===== config.mk =====
export PLATFORM = sky130hd
export DESIGN_NAME = fcp_back
export DESIGN_NICKNAME = d
export VERILOG_FILES = /design/src/sv/fcp_pkg.sv /design/src/sv/fcp_back.sv
export SDC_FILE = /design/constraint.sdc
export NUM_CORES = 2
export LEC_CHECK = 0
export BUFFER_PORTS_ARGS = -buffer_cell sky130_fd_sc_hd__buf_2
export CORE_MARGIN = 2
export CORE_UTILIZATION = 59
export DETAILED_ROUTE_END_ITERATION = 10
export PLACE_DENSITY = 0.86
export REMOVE_ABC_BUFFERS = 1
export SYNTH_ARGS = -nofsm -noshare
export SYNTH_HDL_FRONTEND = slang
export SYNTH_SLANG_ARGS = --single-unit

===== constraint.sdc =====
create_clock -name clk -period 30 [get_ports clk]
set_input_delay 3 -clock clk [delete_from_list [all_inputs] [get_ports clk]]
set_output_delay 3 -clock clk [all_outputs]
set_load 0.02 [all_outputs]

===== src/sv/fcp_pkg.sv =====
// Shared types and constants for the frustum corner points unit.
`timescale 1ns / 1ps
`default_nettype none
package fcp_pkg;

  localparam int unsigned COORD_W = 32;
  localparam int unsigned REG_W   = 31;

  typedef enum logic [2:0] {
    REG_NEAR_DIST = 3'd0,
    REG_FAR_DIST  = 3'd1,
    REG_NEAR_HW   = 3'd2,
    REG_NEAR_HH   = 3'd3,
    REG_FAR_HW    = 3'd4,
    REG_FAR_HH    = 3'd5
  } cfg_reg_t;

  localparam logic [REG_W-1:0] RST_NEAR_DIST = 31'd65536;
  localparam logic [REG_W-1:0] RST_FAR_DIST  = 31'd6553600;
  localparam logic [REG_W-1:0] RST_NEAR_HW   = 31'd65536;
  localparam logic [REG_W-1:0] RST_NEAR_HH   = 31'd65536;
  localparam logic [REG_W-1:0] RST_FAR_HW    = 31'd6553600;
  localparam logic [REG_W-1:0] RST_FAR_HH    = 31'd6553600;

  typedef struct packed {
    logic signed [31:0] eye_x;
    logic signed [31:0] eye_y;
    logic signed [31:0] eye_z;
    logic signed [31:0] look_x;
    logic signed [31:0] look_y;
    logic signed [31:0] look_z;
    logic signed [31:0] upward_x;
    logic signed [31:0] upward_y;
    logic signed [31:0] upward_z;
  } in_t;

  typedef struct packed {
    logic [2:0]         corner_index;
    logic signed [31:0] corner_x;
    logic signed [31:0] corner_y;
    logic signed [31:0] corner_z;
    logic               degenerate;
    logic               last_corner;
  } out_t;

  // Camera basis handed from the front end to the corner emitter.
  typedef struct packed {
    logic [2:0][COORD_W-1:0] eye;
    logic [2:0][COORD_W-1:0] look;
    logic [2:0][COORD_W-1:0] rt;
    logic [2:0][COORD_W-1:0] up;
    logic                    degen;
  } frame_t;

  typedef struct packed {
    logic [REG_W-1:0] near_dist;
    logic [REG_W-1:0] far_dist;
    logic [REG_W-1:0] near_hw;
    logic [REG_W-1:0] near_hh;
    logic [REG_W-1:0] far_hw;
    logic [REG_W-1:0] far_hh;
  } cfg_t;

  typedef struct packed {
    logic push;
    logic pop;
    logic full;
    logic empty;
  } q_ctl_t;

endpackage
`default_nettype wire


===== src/sv/fcp_back.sv =====
// Back end: scales the basis per plane and emits the eight corners.
`timescale 1ns / 1ps
`default_nettype none
module fcp_back
  import fcp_pkg::*;
(
  input  wire logic   clk,
  input  wire logic   rst_n,
  input  wire logic   q_empty,
  input  wire frame_t q_head,
  output logic        q_pop,
  input  wire cfg_t   cfg,
  output logic        out_valid,
  input  wire logic   out_ready,
  output out_t        out_data
);

  typedef enum logic [2:0] {
    B_IDLE = 3'b001,
    B_MUL  = 3'b010,
    B_EMIT = 3'b100
  } bstate_t;

  bstate_t    state_r;
  logic [3:0] step_r;
  logic [1:0] k_r;
  logic       plane_r;
  logic       out_valid_r;
  out_t       out_r;
  logic signed [63:0] prod_r;
  logic [31:0] ctr_r [3];
  logic [31:0] rw_r [3];
  logic [31:0] uh_r [3];

  logic signed [31:0] op_a, op_b;
  logic signed [63:0] mul_p;
  logic [3:0]  cs;
  logic [REG_W-1:0] plane_dist, hw, hh;
  logic        load;
  logic [31:0] b1 [3];
  logic [31:0] b2 [3];
  logic [31:0] pt [3];

  assign mul_p      = op_a * op_b;
  assign cs         = step_r - 4'd1;
  assign plane_dist = plane_r ? cfg.far_dist : cfg.near_dist;
  assign hw         = plane_r ? cfg.far_hw   : cfg.near_hw;
  assign hh         = plane_r ? cfg.far_hh   : cfg.near_hh;
  assign load       = (state_r == B_EMIT) && (!out_valid_r || out_ready);
  assign q_pop      = load && plane_r && (k_r == 2'd3);
  assign out_valid  = out_valid_r;
  assign out_data   = out_r;

  always_comb begin
    op_a = '0;
    op_b = '0;
    if (state_r == B_MUL) begin
      unique case (step_r)
        4'd0: begin op_a = q_head.look[0]; op_b = $signed({1'b0, plane_dist}); end
        4'd1: begin op_a = q_head.look[1]; op_b = $signed({1'b0, plane_dist}); end
        4'd2: begin op_a = q_head.look[2]; op_b = $signed({1'b0, plane_dist}); end
        4'd3: begin op_a = q_head.rt[0];   op_b = $signed({1'b0, hw});   end
        4'd4: begin op_a = q_head.rt[1];   op_b = $signed({1'b0, hw});   end
        4'd5: begin op_a = q_head.rt[2];   op_b = $signed({1'b0, hw});   end
        4'd6: begin op_a = q_head.up[0];   op_b = $signed({1'b0, hh});   end
        4'd7: begin op_a = q_head.up[1];   op_b = $signed({1'b0, hh});   end
        4'd8: begin op_a = q_head.up[2];   op_b = $signed({1'b0, hh});   end
        default: begin op_a = '0; op_b = '0; end
      endcase
    end
  end

  always_comb begin
    for (int i = 0; i < 3; i++) begin
      b1[i] = uh_r[i] - rw_r[i];
      b2[i] = uh_r[i] + rw_r[i];
      unique case (k_r)
        2'd0: pt[i] = ctr_r[i] - b1[i];
        2'd1: pt[i] = ctr_r[i] + b1[i];
        2'd2: pt[i] = ctr_r[i] + b2[i];
        2'd3: pt[i] = ctr_r[i] - b2[i];
        default: pt[i] = ctr_r[i];
      endcase
    end
  end

  always_ff @(posedge clk) begin
    if (load) begin
      out_r.corner_index <= {plane_r, k_r};
      out_r.corner_x     <= pt[0];
      out_r.corner_y     <= pt[1];
      out_r.corner_z     <= pt[2];
      out_r.degenerate   <= q_head.degen;
      out_r.last_corner  <= plane_r && (k_r == 2'd3);
    end
  end

  always_ff @(posedge clk) begin
    if (!rst_n) begin
      state_r     <= B_IDLE;
      step_r      <= '0;
      k_r         <= '0;
      plane_r     <= 1'b0;
      out_valid_r <= 1'b0;
    end else begin
      prod_r <= mul_p;
      if (load)           out_valid_r <= 1'b1;
      else if (out_ready) out_valid_r <= 1'b0;
      unique case (state_r)
        B_IDLE: begin
          if (!q_empty) begin
            step_r  <= '0;
            plane_r <= 1'b0;
            state_r <= B_MUL;
          end
        end
        B_MUL: begin
          // Consume the registered product of the previous step.
          if (step_r != 4'd0) begin
            unique case (cs)
              4'd0: ctr_r[0] <= q_head.eye[0] + prod_r[47:16];
              4'd1: ctr_r[1] <= q_head.eye[1] + prod_r[47:16];
              4'd2: ctr_r[2] <= q_head.eye[2] + prod_r[47:16];
              4'd3: rw_r[0]  <= prod_r[61:30];
              4'd4: rw_r[1]  <= prod_r[61:30];
              4'd5: rw_r[2]  <= prod_r[61:30];
              4'd6: uh_r[0]  <= prod_r[61:30];
              4'd7: uh_r[1]  <= prod_r[61:30];
              4'd8: uh_r[2]  <= prod_r[61:30];
              default: ;
            endcase
          end
          step_r <= step_r + 4'd1;
          if (step_r == 4'd9) begin
            k_r     <= '0;
            state_r <= B_EMIT;
          end
        end
        B_EMIT: begin
          if (load) begin
            k_r <= k_r + 2'd1;
            if (k_r == 2'd3) begin
              step_r  <= '0;
              plane_r <= 1'b1;
              state_r <= plane_r ? B_IDLE : B_MUL;
            end
          end
        end
        default: state_r <= B_IDLE;
      endcase
    end
  end

endmodule
`default_nettype wire

==> flow_summary.ini <==
[placed_design]
dp_hpwl_um = 257000
dpl-instance-area_um2 = 80800
gp_congestion = 1.10
post-place-ws_ns = 16.53
portBuffers = 677

[route]
drt_iter0_drc = 9272
wl_met1_um = 105000
post-route-drc-count = 5
firstDrtPassIters = 11
dr_wl_met2_um = 135000
drt-total-wl_um = 321000
num_vias = 70400
met3WireLength_um = 44800
wl_per_cell_um = 30.1
routed.top_layer = met5
detail-route-antenna-nets = 0
drt-vias-per-instance = 6.59

[logic_synthesis]
synth_top_cells_by_area = fa_1, edfxtp_1, ha_1
synth-edff-count = 435
ys_seq_area_share_pct = 17.6
postSynthCellCount = 8419
yosys.area.top_type = fa_1
async_reset_ff_share_pct = 0
synth_warnings = 0
synth_ff_type = edfxtp_1
ys_types = 118
synth_top_area_share_pct = 27.6
ys_seq_elements = 446
synth_area_um2 = 75600
syn_avg_cell_area_um2 = 8.98

[floorplanning]
die-area_um2 = 131000
initial_core_util_pct = 59.3
die_y_um = 362
ioPinCount = 678
coreArea_um2 = 127000
die_width_um = 362
fp-row-count = 131

[pwr]
p_sw_share_pct = 39.9
netSwitchingPower_uw = 975
power_leakage_nw = 38.5
irDropWorstVdd_uv = 38.0
seqPwrFrac_pct = 34.1
power_frac_comb_pct = 40.4
powerDensity_nw_per_um2 = 29.6
power_frac_clock_pct = 25.5
internal_power_mw = 1.47

[worst_setup_path]
slowest_delay_ns = 0.99
cp.arrival_ns = 13.46
crit_top_cell = fa_1
cp-start-kind = input pin
crit_fanout = 14
rr_worst_depth = 31
critPathRequiredTime_ns = 30.36
end_kind = flip-flop
crit_path_top_delay_cell = a22oi_1
path_class = in2reg

[cells_and_area]
fin_nets = 11100
most-common-layout-cells = inv_1, fa_1, nor2_1, nand2_1, buf_2
final_common_cell = inv_1
fill_cells = 10600
drive_above_1_share_pct = 12.1
stdcell_area_um2 = 82600
fin_util_pct = 64.8
area_growth_pct = 9.27

[global_routing]
track_usage_pct = 48.8
grt_pass1_wl_um = 462000
grt_pass1_vias = 70200
grt_max_degree = 70
grt_overflow_total = 0
antenna_found_initial = 79

[clocking]
clk_pin_slew_ns = 0.07
post_cts_buffers = 0
clock_sinks = 446
cts_root_buf = clkbuf_16
tritoncts = built
cts_buffer_depth = 3
postCtsHoldBufs = 0
clk-insertion-delay-late_ns = 0.62
cts_made_buffers = 45
htree_levels = 2
post_cts_resized = 0

[timing]
clock_skew_ns = 0.0204
period_share_pct = 43.7
worstMarginPinSlew_ns = 1.55
final_max_slew_viol_count = 23
fmax_mhz = 76.3
setup_viol = 0
setup_tns_ns = 0
finalHoldViolCount = 0
post-route-min-period_ns = 13.10
fin_ws_ns = 16.90
relSlewSlack_pct = -3.68
rsz0062_at_grt = false

[run_status]
outcome = complete, but fails checks
violations = design-rule violations, max-capacitance violations, max-slew violations

[min_path]
hold_class = reg2reg
whs_path_depth = 0

[run]
max-cap-violations = 3
==> cell usage after synthesis (all sizes together) (32+ instances only) <==
master	instances
mux2	33
fa	1042
nor2	1008
or2	42
a221oi	85
or3	61
nor2b	80
ha	568
inv	1247
nor3	204
edfxtp	435
buf	85
a21oi	397
a222oi	85
and3	60
clkbuf	254
nand2b	102
nand3	151
o21bai	55
a22oi	83
a211oi	40
and2	61
xor2	104
a221o	32
a21o	135
o21a	67
nand4	41
o211ai	32
a31oi	41
nand2	679
nor4	50
o31ai	33
xnor2	354
o21ai	266
==> final timing paths <==
kind,start,to,slack (ns)
max,q_head[42],prod_r[58],16.90
min,k_r[1],out_data[99],0.54
max reg2reg,step_r[2],prod_r[58],17.05
min reg2reg,k_r[1],out_data[99],0.54
==> power groups by stage <==
stage          Combinational, mW  Clock [mW]  Sequential, mW
2_1_floorplan              0.566           0           0.796
3_3_place_gp               0.906           0           0.838
3_5_place_dp               0.945           0           0.840
4_1_cts                    0.950       0.628           0.826
5_1_grt                     1.05       0.647           0.830
6_report                   0.989       0.624           0.833
==> layer usage <==
metal  global-route usage [%]  up-vias
li1                         -    29500
met1                     55.2    34000
met2                     72.0     5314
met3                     18.2     1561
met4                     44.1       36
met5                        0        -
==> critical path: cells and delay by family <==
family / cells / cell delay [ns]
xor+xnor: 1 / 0.15
compound gates: 12 / 4.51
simple gates: 4 / 1.35
fa+ha+maj: 9 / 4.01
buf+inv: 5 / 0.41
==> registers in the layout, indices dropped and copies added (netlist names) <==
name	count
k_r	2
uh_r	96
state_r	3
ctr_r	96
step_r	4
plane_r	1
prod_r	46
out_valid	1
rw_r	96
out_data	101
==> logic make-up (layout without fill, tap and decap cells) <==
group	Yosys count	after routing	share of synthesized area [%]
AO/OA/AOI/OAI	1613	1613	15.1
XOR/XNOR	458	458	5.32
adder cells (fa/ha/maj)	1610	1610	37.0
buffers and inverters	1591	2149	8.02
flip-flops	446	446	17.6
multiplexers	52	52	0.743
other	0	50	0
AND/OR/NAND/NOR	2649	2649	16.3
==> stage by stage <==
step / instances / hold slack, ns / power [mW]
after floorplan: 8080 / 0.483 / 1.36
after global placement: 10600 / 0.519 / 1.74
after detailed placement: 10600 / 0.528 / 1.79
after CTS: 10600 / 0.535 / 2.40
after global routing: 10700 / 0.564 / 2.53
final: 10700 / 0.537 / 2.45
==> area by class of cell <==
class	count	area [µm²]	share of cell area [%]
Antenna cell	50	125	0.152
Multi-Input combinational cell	6382	56400	68.3
Timing Repair Buffer	813	4410	5.34
Inverter	1252	4700	5.69
Tap cell	1662	2080	2.52
Clock buffer	51	1190	1.44
Clock inverter	33	412	0.498
Sequential cell	446	13300	16.1
(Power assumes the default switching activity.)
