$ cat config.mk
export PLATFORM = sky130hd
export DESIGN_NAME = fcp_queue
export DESIGN_NICKNAME = d
export VERILOG_FILES = /design/src/sv/fcp_pkg.sv /design/src/sv/fcp_queue.sv
export SDC_FILE = /design/constraint.sdc
export NUM_CORES = 1
export LEC_CHECK = 0
export BUFFER_PORTS_ARGS = -buffer_cell sky130_fd_sc_hd__clkbuf_2
export CAP_MARGIN = 0
export CORE_AREA = 4 4 298 300
export DETAILED_ROUTE_END_ITERATION = 16
export DIE_AREA = 0 0 302 304
export PLACE_DENSITY = 0.53
export SETUP_SLACK_MARGIN = 0.1
export SKIP_CTS_REPAIR_TIMING = 1
export SLEW_MARGIN = 20
export SYNTH_ARGS = -nofsm -noshare
export SYNTH_HDL_FRONTEND = slang
export SYNTH_SLANG_ARGS = --single-unit
$ cat constraint.sdc
create_clock -name clk -period 20.9 [get_ports clk]
set_input_delay 4.18 -clock clk [delete_from_list [all_inputs] [get_ports clk]]
set_output_delay 4.18 -clock clk [all_outputs]
set_load 0.02 [all_outputs]
$ cat src/sv/fcp_pkg.sv
// Shared types and constants for the frustum corner points unit.
`timescale 1ns / 1ps
`default_nettype none
package fcp_pkg;

  localparam int unsigned COORD_W = 32;
  localparam int unsigned REG_W   = 31;

  typedef enum logic [2:0] {
    REG_NEAR_DIST = 3'd0,
    REG_FAR_DIST  = 3'd1,
    REG_NEAR_HW   = 3'd2,
    REG_NEAR_HH   = 3'd3,
    REG_FAR_HW    = 3'd4,
    REG_FAR_HH    = 3'd5
  } cfg_reg_t;

  localparam logic [REG_W-1:0] RST_NEAR_DIST = 31'd65536;
  localparam logic [REG_W-1:0] RST_FAR_DIST  = 31'd6553600;
  localparam logic [REG_W-1:0] RST_NEAR_HW   = 31'd65536;
  localparam logic [REG_W-1:0] RST_NEAR_HH   = 31'd65536;
  localparam logic [REG_W-1:0] RST_FAR_HW    = 31'd6553600;
  localparam logic [REG_W-1:0] RST_FAR_HH    = 31'd6553600;

  typedef struct packed {
    logic signed [31:0] eye_x;
    logic signed [31:0] eye_y;
    logic signed [31:0] eye_z;
    logic signed [31:0] look_x;
    logic signed [31:0] look_y;
    logic signed [31:0] look_z;
    logic signed [31:0] upward_x;
    logic signed [31:0] upward_y;
    logic signed [31:0] upward_z;
  } in_t;

  typedef struct packed {
    logic [2:0]         corner_index;
    logic signed [31:0] corner_x;
    logic signed [31:0] corner_y;
    logic signed [31:0] corner_z;
    logic               degenerate;
    logic               last_corner;
  } out_t;

  // Camera basis handed from the front end to the corner emitter.
  typedef struct packed {
    logic [2:0][COORD_W-1:0] eye;
    logic [2:0][COORD_W-1:0] look;
    logic [2:0][COORD_W-1:0] rt;
    logic [2:0][COORD_W-1:0] up;
    logic                    degen;
  } frame_t;

  typedef struct packed {
    logic [REG_W-1:0] near_dist;
    logic [REG_W-1:0] far_dist;
    logic [REG_W-1:0] near_hw;
    logic [REG_W-1:0] near_hh;
    logic [REG_W-1:0] far_hw;
    logic [REG_W-1:0] far_hh;
  } cfg_t;

  typedef struct packed {
    logic push;
    logic pop;
    logic full;
    logic empty;
  } q_ctl_t;

endpackage
`default_nettype wire

$ cat src/sv/fcp_queue.sv
// Two-entry queue of camera frames between the front end and the emitter.
`timescale 1ns / 1ps
`default_nettype none
module fcp_queue
  import fcp_pkg::*;
(
  input  wire logic   clk,
  input  wire logic   rst_n,
  input  wire logic   push,
  input  wire frame_t push_data,
  input  wire logic   pop,
  output frame_t      head,
  output logic        full,
  output logic        empty
);

  frame_t     mem_r [2];
  logic       wr_ptr_r, rd_ptr_r;
  logic [1:0] count_r;

  assign full  = count_r == 2'd2;
  assign empty = count_r == 2'd0;
  assign head  = mem_r[rd_ptr_r];

  always_ff @(posedge clk) begin
    if (push) mem_r[wr_ptr_r] <= push_data;
  end

  always_ff @(posedge clk) begin
    if (!rst_n) begin
      wr_ptr_r <= 1'b0;
      rd_ptr_r <= 1'b0;
      count_r  <= '0;
    end else begin
      if (push) wr_ptr_r <= !wr_ptr_r;
      if (pop)  rd_ptr_r <= !rd_ptr_r;
      unique case ({push, pop})
        2'b10:   count_r <= count_r + 2'd1;
        2'b01:   count_r <= count_r - 2'd1;
        default: count_r <= count_r;
      endcase
    end
  end

endmodule
`default_nettype wire

==> results.md, run 1 <==
- Starting DRT DRC Count: 663
- Hold Path Depth: 2
- Overall Global Routing Usage: 14.3%
- Xor/xnor share of the synthesized area: 0.0930%
- Largest fanout on the critical path: 70
- Post-synthesis adder-cell area fraction: 0.0443%
- Reg power frac: 49.7%
- Number of distinct library cells after synthesis: 18
- Htree depth: 3
- Overflow after GRT: 0
- Commonest non-fill, non-tap cell in the layout: clkbuf_2
- Gpl congestion: 0.807
- Tcrit/Tclk final: 42.0%
- Post-DR wirelength/cell: 20.8 um
- Pre-CTS setup slack: 12.73 ns
- Pre-antenna DRT Iters: 5
- Row count: 108
- Sw frac: 24.0%
- Post-synthesis mux area share: 15.7%
- Simple-Gate Fraction of Synth Area: 0.182%
- # port buffers: 775
- Seq/Total Area, Yosys: 82.2%
- Kind of critical path: register to output port
- R2R depth: 4
- Core Util, Final: 41.7%
- Area Growth Syn to Fin: 27.3%
- Design Power: 3.66 mW
- Worst-skew pair later-pin latency: 0.62 ns
- Post-Synthesis Cells: 1,220
- Fraction of layout cells with a size suffix above 1: 61.2%
- #FFs+latches synth: 775
- Clk buf depth: 3
- VDD IR max: 0.0000742 V
- Dpl cells: 3,122
- Ys Warns: 0
- Slew Limit Fails: 0
- Clk sink count: 775
- Vias in the first global route: 15,600
- Setup violations, final: 0
- Largest net degree at the start of global routing: 161
- Synth Area per Inst: 23.2 um2
- Logic pwr share: 11.3%
- Die H: 304 um
- Inserted Clock Buffers: 84
- Core Region: 86,200 um2
- Die W: 302 um
- DRC violations left: 0
- Initial antenna violation count: 11
- DP HPWL: 49,100 um
- RSZ-0062 raised after global routing: false
- Slew headroom: 22.1%
- Routed via count: 14,500
- Worst R2R Setup Slack: 17.25 ns
- Max cap viols: 0
- Ports: 776
- Initial Util: 32.8%
- Syn Nets: 1,610
- Post-DRT Antenna Nets: 0
- Die area: 91,800 um2
- Worst-Margin Slew: 1.17 ns
- Setup TNS: 0 ns
- Switching Power: 879 uW
- Static leakage: 13.5 nW
- Clk pwr share: 38.9%
- DRT Wirelength: 68,500 um
- Worst EP arrival: 4.59 ns
- Synth Area in Compound Gates: 0.0709%
- F_max: 0.114 GHz
- Fin nets: 2,444
- Vias per inst: 4.40
- Setup crit end kind: output port
- Clock slew at reported path FFs: 0.06 ns
- Hold crit path type: register to register
- CTS tree: yes
- Fin cells: 3,289
- Final hold vios: 0
- Commonest non-fill, non-tap cells in the layout: clkbuf_2, edfxtp_1, mux2_2
- Worst setup SP type: register
- Fin crit period: 8.77 ns
- Final worst slack: 12.13 ns
- Clk_skew: 0.0274 ns
- Status: complete, no violations
- Power Density: 102 nW/um2
- Synth Cell Area: 28,200 um2
- Largest family of logic cells by synthesized area: multiplexers
- First-pass GRT wire length: 98,600 um
- Internal Power: 2.78 mW
- Required time worst endpoint: 16.72 ns
- Clock root buffer: clkbuf_16
## per-stage QoR
| stage | area, um2 | hold WS, ns |
|---|---|---|
| floorplan | 28300 | 0.466 |
| global placement | 33200 | 0.478 |
| detailed placement | 33200 | 0.533 |
| CTS | 35900 | 0.548 |
| global route | 36000 | 0.566 |
| finish | 36000 | 0.542 |
## routing by layer
layer / track usage (%) / vias to the layer above / wire length, um
met5: 0 / - / 0
met4: 5.77 / 0 / 2290
met3: 5.57 / 115 / 6630
met2: 25.6 / 537 / 35900
met1: 14.9 / 7231 / 23600
li1: - / 6597 / -
## registers in the layout (all words and copies together), names as in the netlist, named ones only
register,cells
mem_r,770
rd_ptr_r,1
count_r,2
wr_ptr_r,1
## layout make-up
class / count / area (um2)
Antenna cell: 11 / 27.5
Sequential cell: 775 / 23200
Timing Repair Buffer: 791 / 4030
Fill cell: 7874 / 50200
Clock inverter: 58 / 517
Inverter: 1 / 3.75
Multi-Input combinational cell: 401 / 4570
Clock buffer: 97 / 2150
Tap cell: 1155 / 1450
## power by group through the flow
stage	Sequential, mW	Clock, mW	Combinational (mW)
floorplan	1.87	0	0.267
global placement	1.85	0	0.417
global route	1.83	1.54	0.443
CTS	1.82	1.47	0.424
finish	1.82	1.42	0.415
detailed placement	1.85	0	0.422
## final timing paths
kind                                               from                 endpoint
worst max-delay path                           register                head[353]
worst max register to register    wr_ptr_r$_SDFFE_PN0P_  mem_r[0][178]$_DFFE_PP_
worst min-delay path            count_r[1]$_SDFFE_PN0P_  count_r[1]$_SDFFE_PN0P_
worst min register to register  count_r[1]$_SDFFE_PN0P_  count_r[1]$_SDFFE_PN0P_
## synth_stat cells
| cell | number | share of area, % |
|---|---|---|
| inv_1 | 1 | 0.013 |
| nor2_1 | 2 | 0.027 |
| a21boi_1 | 1 | 0.027 |
| xor2_1 | 1 | 0.031 |
| dfxtp_1 | 5 | 0.35 |
| mux2_4 | 30 | 1.6 |
| o21ai_0 | 1 | 0.018 |
| and2_1 | 4 | 0.089 |
| xnor2_1 | 2 | 0.062 |
| mux2_1 | 2 | 0.080 |
| ha_1 | 1 | 0.044 |
| or3_1 | 1 | 0.022 |
| buf_2 | 3 | 0.053 |
| mux2_2 | 353 | 14 |
| edfxtp_1 | 770 | 82 |
| buf_6 | 40 | 1.6 |
| o21a_1 | 1 | 0.027 |
| nor2b_1 | 2 | 0.044 |
## worst max-delay path: stages (launching register included)
cell	delay [ns]
dfxtp_4	0.72
buf_4	0.79
buf_4	0.90
buf_4	0.82
mux2_2	0.42
clkbuf_2	0.16
## logic make-up (layout without fill, tap and decap cells)
| family | count (synthesis) | after routing |
|---|---|---|
| adder cells (fa/ha/maj) | 1 | 1 |
| flip-flops | 775 | 775 |
| buffers and inverters | 44 | 947 |
| AO/OA/AOI/OAI | 3 | 3 |
| XOR/XNOR | 3 | 3 |
| multiplexers | 385 | 385 |
| other | 0 | 11 |
| AND/OR/NAND/NOR | 9 | 9 |
Power figures use the tool's default switching activity.
==> run 2: changes to the inputs <==
==> constraint.sdc (replaced) <==
create_clock -name clk -period 7.06 [get_ports clk]
set_input_delay 1.412 -clock clk [delete_from_list [all_inputs] [get_ports clk]]
set_output_delay 1.412 -clock clk [all_outputs]
set_load 0.02 [all_outputs]
==> run 2 against run 1 <==
  * Combinational power increased to 3.0 times the previous value
  * Critical path type unchanged
  * Hold slack improved by 0.024 ns
  * Power increased to 3.0 times the previous value
  * Largest cell class unchanged
  * Global-route usage up 0.60 points
  * Sequential cell count did not move
  * Largest power group unchanged
  * Sequential power increased to 3.0 times the previous value
  * First-iteration DRC count up 6.5%
  * Via count grew 0.70%
==> results.md, run 2 (synthesis results as in run 1) <==
- Largest fanout on the critical path: 151
- Slew headroom: 24.0%
- Inserted Clock Buffers: 83
- Initial antenna violation count: 16
- DRT Wirelength: 71,400 um
- Final hold vios: 0
- Vias per inst: 4.44
- Die W: 302 um
- Setup violations, final: 0
- Clock slew at reported path FFs: 0.06 ns
- Vias in the first global route: 15,700
- Worst setup SP type: register
- RSZ-0062 raised after global routing: false
- Initial Util: 32.8%
- Die H: 304 um
- Clk sink count: 775
- Sequential Area: 23,200 um2
- Max reg flops: 770
- Routed via count: 14,600
- Post-DRT Antenna Nets: 0
- Overall Global Routing Usage: 14.9%
- Required time worst endpoint: 5.65 ns
- Design area: 36,000 um2
- Pre-CTS setup slack: 3.40 ns
- VDD IR max: 0.000208 V
- F_max: 0.230 GHz
- Starting DRT DRC Count: 706
- Worst EP arrival: 2.94 ns
- Largest net degree at the start of global routing: 152
- Clk buf depth: 3
- Top reg by flops: mem_r
- Top Registers: mem_r (770), count_r (2)
- Overflow after GRT: 0
- Status: complete, no violations
- Fin nets: 2,439
- Commonest non-fill, non-tap cell in the layout: clkbuf_2
- Max cap viols: 0
- Die area: 91,800 um2
- Clock root buffer: clkbuf_16
- First-pass GRT wire length: 101,000 um
- Gpl congestion: 0.832
- Static leakage: 13.5 nW
- Power Density: 301 nW/um2
- Worst Hold Launch: count_r[1]$_SDFFE_PN0P_
- # port buffers: 775
- Area Growth Syn to Fin: 27.4%
- DP HPWL: 50,800 um
- Tcrit/Tclk final: 61.6%
- Hold crit path type: register to register
- Placed Area: 33,300 um2
- Multi-input gate area: 4570 um2
- Kind of critical path: register to output port
- Slew Limit Fails: 0
- Fin crit period: 4.35 ns
- Commonest non-fill, non-tap cells in the layout: clkbuf_2, edfxtp_1, mux2_2
- CTS tree: yes
- Post-DR wirelength/cell: 21.7 um
- # fillers: 7,855
- Reg2Reg Launch Point: wr_ptr_r$_SDFFE_PN0P_
- DRC violations left: 0
- Fraction of layout cells with a size suffix above 1: 61.0%
- Row count: 108
- Core Region: 86,200 um2
- Htree depth: 3
- Worst-skew pair later-pin latency: 0.61 ns
- Pre-antenna DRT Iters: 4
- Clk_skew: 0.0200 ns
- Final worst slack: 2.71 ns
- Ports: 776
- Worst-Margin Slew: 1.14 ns
- Setup crit end kind: output port
run 2: cell count changes in the layout (fill, tap and decap cells not counted), moves of 2 or more:
cell      change
buf_4         -8
buf_12        +5
clkinv_2      -5
clkbuf_1      +3
clkbuf_8      +2
run 2: final cells by class:
class | count | area share, %
antenna | 12 | 0.0834
timing repair buffer | 787 | 11.2
tap | 1155 | 4.01
clock buffer | 101 | 6.01
clock inverter | 52 | 1.41
multi-input combinational | 401 | 12.7
sequential | 775 | 64.5
inverter | 1 | 0.0452
run 2: path summary, 6_finish.rpt:
kind / end / slack [ns] / cells after the start
worst max-delay path: head[340] / 2.71 / 3
worst min-delay path: count_r[1]$_SDFFE_PN0P_ / 0.57 / 2
worst max register to register: mem_r[0][349]$_DFFE_PP_ / 4.88 / 2
worst min register to register: count_r[1]$_SDFFE_PN0P_ / 0.57 / 2
run 2: power breakdown:
part           switching (mW)  leakage, nW  total (mW)  internal, mW
logic                   0.753         4.90        1.23         0.477
clock network            1.76         1.31        4.22          2.46
registers              0.0686         7.27        5.40          5.33
run 2: critical path, cell delays in order (launching register included):
cell      delay, ns
dfxtp_4        0.81
buf_12         0.49
mux2_2         0.44
clkbuf_2       0.16
run 2: layer usage:
layer | vias up | GRT usage [%] | share of wire, %
met5 | - | 0 | 0.034
met4 | 4 | 5.97 | 3.4
met3 | 132 | 5.18 | 8.7
met2 | 523 | 28.0 | 55
met1 | 7325 | 14.8 | 33
li1 | 6598 | - | -
run 2: metrics by stage:
| step | hold slack, ns | utilization, % | total power, mW | instances | setup TNS (ns) |
|---|---|---|---|---|---|
| 2_1_floorplan | 0.466 | - | 6.29 | 1220 | -185.26 |
| 3_3_place_gp | 0.541 | 38.6 | 6.73 | 3119 | 0 |
| 3_5_place_dp | 0.564 | 38.6 | 6.75 | 3119 | 0 |
| 4_1_cts | 0.583 | 41.7 | 11.0 | 3272 | 0 |
| 5_1_grt | 0.605 | 41.7 | 11.3 | 3280 | 0 |
| 6_report | 0.566 | 41.8 | 10.8 | 3284 | 0 |
